<file path="config.mk">
export PLATFORM = sky130hd
export DESIGN_NAME = kvl_div
export DESIGN_NICKNAME = d
export VERILOG_FILES = /design/src/kvl_pkg.sv /design/src/kvl_div.sv
export SDC_FILE = /design/constraint.sdc
export NUM_CORES = 1
export LEC_CHECK = 0
export ABC_AREA = 1
export BUFFER_PORTS_ARGS = -buffer_cell sky130_fd_sc_hd__buf_2
export CAP_MARGIN = 20
export CORE_ASPECT_RATIO = 0.9
export CORE_MARGIN = 5
export CORE_UTILIZATION = 40
export DETAILED_ROUTE_END_ITERATION = 8
export HOLD_SLACK_MARGIN = 0.08
export PLACE_DENSITY_LB_ADDON = 0.12
export SKIP_CTS_REPAIR_TIMING = 1
export SLEW_MARGIN = 0
export SYNTH_ARGS = -nofsm -noshare
export SYNTH_HDL_FRONTEND = slang
export SYNTH_SLANG_ARGS = --single-unit
</file>
<file path="constraint.sdc">
create_clock -name clk_i -period 2.47 [get_ports clk_i]
set_input_delay 0.494 -clock clk_i [delete_from_list [all_inputs] [get_ports clk_i]]
set_output_delay 0.494 -clock clk_i [all_outputs]
set_load 0.005 [all_outputs]
</file>
<file path="src/kvl_pkg.sv">
`default_nettype none

package kvl_pkg;

  localparam int MAX_KEYS = 64;
  localparam int KEY_AW   = $clog2(MAX_KEYS);

  localparam int TIME_W   = 32;
  localparam int VAL_W    = 32;
  localparam int WORD_W   = TIME_W + 3 * VAL_W;
  localparam int COUNT_W  = 7;
  localparam int FRAC_W   = 16;

  // restoring divider: step counts for the period wrap and the span fraction
  localparam logic [5:0] DIV_STEPS_MOD  = 6'd33;
  localparam logic [5:0] DIV_STEPS_FRAC = 6'd16;

  localparam logic CMD_LOAD   = 1'b0;
  localparam logic CMD_SAMPLE = 1'b1;

  localparam logic [1:0] STATUS_OK          = 2'd0;
  localparam logic [1:0] STATUS_ZERO_PERIOD = 2'd1;
  localparam logic [1:0] STATUS_ZERO_SPAN   = 2'd2;

  typedef enum logic [3:0] {
    ST_IDLE,
    ST_PRD_RD,
    ST_PRD_CHK,
    ST_MOD,
    ST_SEARCH,
    ST_SPAN,
    ST_FRAC,
    ST_MUL,
    ST_ADD
  } kvl_state_e;

  typedef struct packed {
    logic        start;
    logic [31:0] rem_init;
    logic [32:0] dividend;
    logic [31:0] divisor;
    logic [5:0]  steps;
  } kvl_div_req_t;

  typedef struct packed {
    logic        done;
    logic [31:0] rem;
    logic [32:0] quo;
  } kvl_div_rsp_t;

endpackage

`default_nettype wire

</file>
<file path="src/kvl_div.sv">
`default_nettype none

module kvl_div
  import kvl_pkg::*;
(
  input  logic         clk_i,
  input  logic         rst_ni,
  input  kvl_div_req_t req_i,
  output kvl_div_rsp_t rsp_o
);

  logic        busy_q, busy_d;
  logic        done_q, done_d;
  logic [5:0]  cnt_q, cnt_d;
  logic [31:0] rem_q, rem_d;
  logic [32:0] dvd_q, dvd_d;
  logic [31:0] dvs_q, dvs_d;

  logic [32:0] shifted;
  logic [32:0] trial;
  logic        ge;

  always_comb begin
    shifted = {rem_q, dvd_q[32]};
    trial   = shifted - {1'b0, dvs_q};
    ge      = shifted >= {1'b0, dvs_q};

    busy_d = busy_q;
    done_d = 1'b0;
    cnt_d  = cnt_q;
    rem_d  = rem_q;
    dvd_d  = dvd_q;
    dvs_d  = dvs_q;

    if (req_i.start) begin
      busy_d = 1'b1;
      cnt_d  = req_i.steps;
      rem_d  = req_i.rem_init;
      dvd_d  = req_i.dividend;
      dvs_d  = req_i.divisor;
    end else if (busy_q) begin
      // one quotient bit per cycle, shifted in at the bottom of the dividend
      rem_d = ge ? trial[31:0] : shifted[31:0];
      dvd_d = {dvd_q[31:0], ge};
      cnt_d = cnt_q - 6'd1;
      if (cnt_q == 6'd1) begin
        busy_d = 1'b0;
        done_d = 1'b1;
      end
    end
  end

  always_ff @(posedge clk_i or negedge rst_ni) begin
    if (!rst_ni) begin
      busy_q <= 1'b0;
      done_q <= 1'b0;
      cnt_q  <= '0;
    end else begin
      busy_q <= busy_d;
      done_q <= done_d;
      cnt_q  <= cnt_d;
    end
  end

  always_ff @(posedge clk_i) begin
    rem_q <= rem_d;
    dvd_q <= dvd_d;
    dvs_q <= dvs_d;
  end

  assign rsp_o.done = done_q;
  assign rsp_o.rem  = rem_q;
  assign rsp_o.quo  = dvd_q;

endmodule

`default_nettype wire

</file>
# == After elaboration in Yosys (flattened, before gate mapping) ==
# Index checks and enable logic that the tools add are counted.
# Widths: inputs -> output; s select.
# classes
n_addsub,2
order_cmp,1
n_eq_ne,1
n_mux,13
n_reduce_logical,1
# ops
op,n
$mux 32,3
$mux 33,2
$ge 33x32->1,1
$sub 32x32->32,1
$mux 6,2
$eq 6x1->1 const B,1
$mux 1,6
$sub 6x1->6 const B,1
$reduce_bool 2->1,1
# totals
register_bits,105
inputBits,106
out_inout_bits,66
wordCells,24

# == Logic depth before layout (Yosys ltp) ==
# Gate-level depths: netlist of run 1.
# depth
word_depth,4
ltp_mapped,16
mapped_depth_nobuf,16

# == Worst setup path before layout of run 1 ==
# Ideal clock, no wire load.
# synth_path
path_kind,input -> register
startpoint,input port req_i[103] (netlist name)
endpoint,"register dvd_q[0], enable pin"
setup_ns,0.423
t_arrival_ns,1.880
t_required_ns,2.047
slack_ns,0.167
cell_stages,2
n_path_buf,0
path_cell_list,nor2_1 -> inv_1
# synth_between
elab_chain_len,1
# synth_rtl
item,line_no,text
start: declaration,kvl_div.sv:8,"input kvl_div_req_t req_i,"
$reduce_bool 2->1 (no line),--,
end signal: assignment,kvl_div.sv:67,dvd_q <= dvd_d;
end: declaration,kvl_div.sv:16,"logic [32:0] dvd_q, dvd_d;"
# No other way between the ends.
# A chain may end at the register's enable or synchronous reset.

# == Worst setup path in the final report of run 1 ==
# layout_path
startpoint,register dvd_q[32]
endpoint,"register rem_q[12], data pin"
# layout_between
elab_chain_len,4
elab_cells_between_ends,5
classes_between,add/sub: 1; order compare: 1; mux: 3
# layout_rtl
item,line_no,text
$sub 32x32->32 / $ge 33x32->1 (equally long branches),"kvl_div.sv:25, kvl_div.sv:26",
$mux 32 (*),kvl_div.sv:43,rem_d = ge ? trial[31:0] : shifted[31:0];
$mux 32 (*),kvl_div.sv:41,end else if (busy_q) begin
$mux 32 (*),kvl_div.sv:35,if (req_i.start) begin
via rem_d[12],kvl_div.sv:15,"logic [31:0] rem_q, rem_d;"
end signal: assignment,kvl_div.sv:66,rem_q <= rem_d;
end: declaration,kvl_div.sv:15,
# Mark *: on every way through the listed nets, which the timed path passes. The rest lies on a longest branch. The select of a mux whose other input is x is not followed.

==> results.ini, run 1 <==
[status]
outcome = finished, final reports clean

[clocking]
path_clk_slew_ps = 90
htree_levels = 3
cts_buffer_depth = 2
numCtsBuffers = 9
cts_root_buffer = clkbuf_16
clkLatencyLatePin_ps = 370
cts_tree = built
cts_sinks = 105

[setup_path]
crit_arrival_ps = 2480
regToRegSetupSlack_ps = 110
worstSetupStartpointType = flip-flop
worstSetupEndpointType = flip-flop
r2r_cells = 14
rr_startpoint = dvd_q[32]
criticalPathCategory = reg -> reg
r2r-end = rem_q[12]
cp_max_fo = 4
crit_required_ps = 2590

[place]
gp_congestion = 0.918
dp_cells = 1422
port_buffers = 171
hpwlAfterDp_mm = 18.2

[timing]
post-route-period-util = 0.953
period_needed_ps = 2360
hold_slack_ps = 295
worstMarginPinSlew_ps = 383
fmax_ghz = 0.425
finalHoldViolCount = 0
grt_setup_unrepaired = true
finClkSkew_ps = 10.3
relSlewSlack = 0.744
setup_violations = 0
slew_viol_final = 0

[global_route]
grt_max_degree = 48
first_global_vias = 6694
grt_usage = 0.215
gr-total-overflow = 0
antenna_found_initial = 0
grt_pass1_wl_mm = 35.5

[layout]
antenna_cells = 0
finalNonFillerCells = 1443
nets = 1339
drive_above_1_share = 0.246
syn_to_final_growth_pct = 29.3

[floorplanning]
coreArea_um2 = 17700
die_w_um = 152
chipHeight_um = 138
row_count = 46
initial_core_util = 0.409
die-area_um2 = 20900
pin_count = 172

[power]
power_density_nw_per_um2 = 1140
max-vdd-ir-drop_uv = 410
internal_power_mw = 5.92
p_sw_mw = 4.72
pwr-share-seq = 0.265
clkPwrFrac = 0.155
p_comb_frac = 0.580
cellLeakagePower_nw = 4.98
netSwitchingFraction = 0.443

[logic_synthesis]
synth-seq-cells = 105
netlist.area_leader.share = 0.402
avgSynthCellArea_um2 = 7.29
ys_seq_area_frac = 0.430
syn-cell-area_um2 = 7240
synth_edf_count = 97
synth_largest_area_cell = edfxtp_1
synth_warnings = 0
synth.area.top_cells = edfxtp_1 (40%), nand2_1 (23%), inv_1 (8.2%), ha_1 (5.9%), nand3_1 (4.6%)
async_flop_share = 0.0762
synth.most_common_cell = nand2_1
synth.distinct_cells = 35
synth_fp_nets = 1134
synth_commonest_cells = nand2_1 (451), inv_1 (158), edfxtp_1 (97)
synthFlopType = edfxtp_1
synthCells = 993

[routing]
vias_per_cell = 4.72
vias = 6818
drt_wl_total_mm = 22.9
wire_per_inst_um = 15.8
drtPass1Iterations = 5
initialDrtViolationCount = 433
ant_nets = 0
drcViolationCount = 0

[min_path]
hp-class = in -> reg
hold_depth = 1
min_from = req_i[25]
hold-path-endpoint = dvs_q[19]

[flow_run]
drv_cap = 0

-- cells by family after synthesis --
| logic type | after synthesis | synth area share |
|---|---|---|
| AO/OA/AOI/OAI | 28 | 0.0233 |
| XOR/XNOR | 18 | 0.0218 |
| adder cells (fa/ha/maj) | 35 | 0.0615 |
| buffers and inverters | 185 | 0.101 |
| flip-flops | 105 | 0.430 |
| AND/OR/NAND/NOR | 622 | 0.362 |
-- final cells by class --
| cell class | instances | area [um^2] |
|---|---|---|
| clock buffer | 9 | 225 |
| clock inverter | 7 | 115 |
| fill | 1824 | 8370 |
| inverter | 162 | 608 |
| multi-input combinational | 703 | 3720 |
| sequential | 105 | 3110 |
| tap | 240 | 300 |
| timing repair buffer | 217 | 1280 |
-- layout by cell type (no fill, tap or decap), drive strengths merged, types with 3 or more instances in the layout --
cell type,netlist,routed
buf,8,216
o211ai,4,4
clkinv,0,3
nand4,11,11
clkbuf,15,9
ha,34,34
inv,162,165
nor3,4,4
nand3,68,68
nor2,53,53
nand2,457,457
xnor2,16,16
a21oi,17,17
dfrtp,8,8
edfxtp,97,97
nand3b,25,25
-- critical path, stage by stage (launching register included) --
cell,delay [ps]
edfxtp_1,390
inv_1,90
ha_1,160
inv_2,60
fa_2,400
nand3_2,90
nand3_2,140
nand2_2,120
nand2_2,90
nand2_1,80
nand2_2,80
xnor2_1,170
nand2_1,110
nand3_1,80
nand2_1,60
-- power groups by stage --
stage / combinational, mW / clock (mW) / sequential, mW
finish: 6.17 / 1.65 / 2.82
global route: 6.90 / 1.75 / 2.88
CTS: 5.75 / 1.69 / 2.74
detailed placement: 5.72 / 0 / 2.77
global placement: 5.75 / 0 / 2.77
floorplan: 3.66 / 0 / 2.77
-- through the flow --
stage                     area, um^2  TNS [ps]  worst slack (ps)  power [mW]   util
after detailed placement        8660      -276              -160        8.50  0.488
after global routing            9360     -34.4             -22.0        11.5  0.528
after CTS                       9000      -331              -174        10.2  0.508
after floorplan                 7240         0               167        6.43      -
after global placement          8660      -251              -133        8.52  0.488
final                           9360         0               115        10.6  0.528
-- registers in the layout, summed over array words and instances (netlist names) --
signal  flops
dvd_q      33
dvs_q      32
cnt_q       6
rem_q      32
done_q      1
busy_q      1
-- how the worst max path moves through the flow --
stage / from / endpoint / slack [ps]
after CTS: dvd_q[32] / rem_q[28] / -170
after detailed placement: dvd_q[32] / rem_q[28] / -160
after global placement: dvd_q[32] / rem_q[28] / -130
final: dvd_q[32] / rem_q[12] / 110
after floorplan: req_i[103] / dvd_q[0] / 170
after global routing: rem_q[23] / rem_q[30] / -20
-- routing by layer --
layer,global-route usage,vias to the layer above,wire [um]
met5,0,-,0
met4,0.0394,0,248
met3,0.0590,17,1750
met2,0.345,206,10100
met1,0.298,3077,10800
li1,-,3518,-
Power figures use the tool's default switching activity.
==> inputs of run 2 (changes only) <==
Settings changed: CORE_MARGIN 5 to 4.
==> run 2 against run 1 <==
Compared with the run above: final area rose by 1.3%; cell count rose by 1.5%; core utilization rose by 0.71 points; critical path type unchanged; highest routed layer is now met5.
==> results.ini, run 2 (synthesized netlist as in run 1, its figures left out) <==
[min_path]
hp-class = in -> reg

[routing]
ant_nets = 0
vias_per_cell = 4.76
initialDrtViolationCount = 435
drtPass1Iterations = 5
wire_per_inst_um = 15.5
vias = 6962
drt_wl_total_mm = 22.8
drcViolationCount = 0

[floorplanning]
coreArea_um2 = 17700
chipHeight_um = 136
row_count = 46
pin_count = 172
initial_core_util = 0.409
die-area_um2 = 20300
die_w_um = 150

[status]
outcome = finished, final reports clean

[global_route]
grt_usage = 0.219
gr-total-overflow = 0
antenna_found_initial = 2
grt_pass1_wl_mm = 34.4
first_global_vias = 6674
grt_max_degree = 48

[timing]
period_needed_ps = 2360
fin_setup_tns_ps = 0
setup_violations = 0
grt_setup_unrepaired = true
fmax_ghz = 0.424
worstMarginPinSlew_ps = 364
post-route-period-util = 0.954
hold_slack_ps = 293
finClkSkew_ps = 15.5
relSlewSlack = 0.758
slew_viol_final = 0
finalHoldViolCount = 0

[clocking]
cts_tree = built
htree_levels = 3
cts_buffer_depth = 2
clkLatencyLatePin_ps = 370
cts_sinks = 105
numCtsBuffers = 9
cts_root_buffer = clkbuf_16
path_clk_slew_ps = 90

[place]
hpwlAfterDp_mm = 18.0
port_buffers = 171
gp_congestion = 0.976
dp_cells = 1443

[setup_path]
worstSetupStartpointType = flip-flop
cp-endpoint = rem_q[12]
cp-startpoint = rem_q[30]
worstSetupEndpointType = flip-flop
rr_startpoint = rem_q[30]
r2r-end = rem_q[12]
crit_required_ps = 2590
r2r_cells = 12
regToRegSetupSlack_ps = 110
cp_max_fo = 16
crit_arrival_ps = 2480
criticalPathCategory = reg -> reg

[layout]
antenna_cells = 0
nets = 1360
reg.largest.list = dvd_q x33, dvs_q x32, rem_q x32
largest_reg_flops = 33
final_common_cell = nand2_1
drive_above_1_share = 0.265
mostFrequentLayoutCells = nand2_1 (439), buf_2 (170), inv_1 (155), edfxtp_1 (97), nand3_1 (64)
regMostFlops = dvd_q
syn_to_final_growth_pct = 31.0
finalNonFillerCells = 1464
nFillCells = 1805
final_util = 0.535

[power]
cellLeakagePower_nw = 5.05
power_density_nw_per_um2 = 1140
max-vdd-ir-drop_uv = 385

[flow_run]
drv_cap = 0

-- run 2: power by group --
group,internal [mW],switching [mW]
Combinational,2.80,3.68
Clock,0.729,0.795
Sequential,2.47,0.351
Total,6.00,4.83
-- run 2: per-stage QoR --
step	total power [mW]	worst slack (ps)	instance area, um^2
after CTS	10.3	-179	9100
after detailed placement	8.73	-157	8790
final	10.8	113	9490
after global placement	8.76	-162	8790
after floorplan	6.43	167	7240
after global routing	11.7	-19.5	9490
-- run 2: worst min-delay path by stage --
stage                         start   endpoint  slack [ps]  cells past startpoint
after CTS                    rst_ni   cnt_q[2]         -50                      1
after detailed placement     rst_ni   cnt_q[2]         350                      1
after global routing      req_i[22]  dvs_q[16]         280                      1
after floorplan              rst_ni     busy_q         200                      0
after global placement       rst_ni   cnt_q[1]         350                      1
final                     req_i[31]  dvs_q[25]         290                      1
-- run 2: cell type report --
class	count	area (um^2)	share of cell area
Multi-Input combinational cell	703	3730	0.393
Clock inverter	7	80.1	0.00844
Clock buffer	9	225	0.0237
Inverter	162	608	0.0641
Timing Repair Buffer	238	1430	0.151
Sequential cell	105	3110	0.328
Tap cell	240	300	0.0316
-- run 2: layer usage --
metal	vias to the layer above	GRT usage	wire length, um
li1	3558	-	-
met1	3186	0.311	11000
met2	195	0.340	10100
met3	19	0.0592	1460
met4	4	0.0407	206
met5	-	0	27
-- run 2: critical path, stage by stage, from the launching register on --
cell      delay [ps]
edfxtp_1         430
ha_1             360
inv_1            100
nor3_2           250
nand2_2          120
nor2_1           110
buf_4            120
nand2_4           80
nand2_8          120
buf_12           160
nand2_1           60
nand3_1          100
nand2_1           70
==> inputs of run 3 (changes only) <==
Settings changed: SETUP_SLACK_MARGIN from default to 0.2.
==> run 3 against run 2 <==
Compared with the run above: combinational power rose by 23%; clock skew fell by 5.7 ps; sequential power about the same; global-route usage increased by 0.46 points; hold slack gained 11 ps; final area grew 9.0%; register-to-register slack better by 50 ps; critical path depth grew 2; via count is 3.3% higher; first-iteration DRC count down 11%; largest cell class unchanged.
==> results.ini, run 3 (synthesized netlist as in run 1, its figures left out) <==
[routing]
ant_nets = 0
vias_per_cell = 4.73
drcViolationCount = 0
wire_per_inst_um = 15.8
vias = 7191
drt_wl_total_mm = 24.1
initialDrtViolationCount = 385
drtPass1Iterations = 5

[min_path]
hp-class = in -> reg
min_from = req_i[12]

[power]
cellLeakagePower_nw = 5.40
max-vdd-ir-drop_uv = 498
power_density_nw_per_um2 = 1190
power_mw = 12.3

[place]
hpwlAfterDp_mm = 17.9
port_buffers = 171
gp_congestion = 0.976
detailedPlace.worstSlack_ps = -154

[timing]
slew_viol_final = 0
period_needed_ps = 2310
fmax_ghz = 0.433
finClkSkew_ps = 9.83
relSlewSlack = 0.731
setup_violations = 0
post-route-period-util = 0.936
fin_ws_ps = 159
grt_setup_unrepaired = true
finalHoldViolCount = 0
worstMarginPinSlew_ps = 403

[global_route]
grt_usage = 0.224
first_global_vias = 6816
antenna_found_initial = 0
gr-total-overflow = 0
grt_pass1_wl_mm = 35.3
grt_max_degree = 71

[setup_path]
criticalPathCategory = reg -> reg
path_cells = inv_2, ha_4, inv_2, fa_2, nand3_2, nand3_2, nand2_2, nand2_4, nand2_2, nand2_4, xnor2_2, nand2_1, nand3_2, nand2_1
crit_path_frequent_cell = nand3_2
cp-startpoint = dvd_q[32]
worstSetupEndpointType = flip-flop
cp_max_fo = 3
cpMaxStageDelayCell = edfxtp_1
rr_startpoint = dvd_q[32]
crit_arrival_ps = 2420
cpPeakStageDelay_ps = 400
crit_required_ps = 2580
worstSetupStartpointType = flip-flop

[floorplanning]
row_count = 46
initial_core_util = 0.409
die_w_um = 150
chipHeight_um = 136
coreArea_um2 = 17700
pin_count = 172
die-area_um2 = 20300

[status]
outcome = finished, final reports clean

[clocking]
cts_tree = built
cts_root_buffer = clkbuf_16
numCtsBuffers = 9
path_clk_slew_ps = 80
clkLatencyLatePin_ps = 360
cts_sinks = 105
cts_buffer_depth = 2
htree_levels = 3

[layout]
drive_above_1_share = 0.341
nets = 1416
mostFrequentLayoutCells = nand2_1 (416), buf_2 (170), inv_1 (145), buf_4 (110), edfxtp_1 (97)
antenna_cells = 0
reg.largest.list = dvd_q x33, dvs_q x32, rem_q x32
regMostFlops = dvd_q
final_common_cell = nand2_1
syn_to_final_growth_pct = 42.8
largest_reg_flops = 33

[flow_run]
drv_cap = 0

## run 3: changes by cell type in the layout (fill, tap and decap cells not counted), moves of 10 or more
| cell | delta |
|---|---|
| nand2_4 | +10 |
| ha_4 | +11 |
| nand2_2 | +13 |
| buf_4 | +50 |
| inv_1 | -10 |
| nand2_1 | -23 |
## run 3: metrics by stage
stage	hold WS, ps	setup TNS [ps]	util	instance area (um^2)	std cells
after floorplan	198	0	-	7250	993
after global placement	350	-573	0.509	9030	1474
after detailed placement	347	-406	0.509	9030	1474
after CTS	-43.5	-521	0.526	9320	1490
after global routing	291	0	0.583	10300	1520
final	304	0	0.583	10300	1520
## run 3: report_power, final
| part | switching, mW | leakage (nW) | internal, mW | total [mW] |
|---|---|---|---|---|
| clock network | 0.734 | 0.143 | 0.733 | 1.47 |
| registers | 0.372 | 1.11 | 2.47 | 2.84 |
| logic | 4.29 | 4.14 | 3.68 | 7.97 |
## run 3: final cells by class
cell class,count,area (um^2)
Clock buffer,11,243
Clock inverter,5,46.3
Fill cell,1747,7380
Inverter,162,612
Multi-Input combinational cell,704,4120
Sequential cell,105,3110
Tap cell,240,300
Timing Repair Buffer,293,1910
## run 3: worst paths after layout
check / endpoint / slack [ps] / cells after the start
max: rem_q[12] / 160 / 14
max in group asynchronous: cnt_q[5] / 1790 / 2
max reg2reg: rem_q[12] / 160 / 14
min reg2reg: done_q / 530 / 2
min in group asynchronous: cnt_q[1] / 510 / 2
min: dvs_q[6] / 300 / 1
## run 3: critical path, delay by kind of cell, from the launching register on
kind / cells / cell delay (ps)
flops: 1 / 400
buf+inv: 2 / 160
xor+xnor: 1 / 190
fa+ha+maj: 2 / 540
simple gates: 9 / 760
## run 3: layer usage
layer  vias to the layer above  track usage  part of all wire
li1                       3670            -                 -
met1                      3271        0.320              0.48
met2                       218        0.344              0.43
met3                        32       0.0642             0.073
met4                         0       0.0371             0.016
met5                         -            0                 0
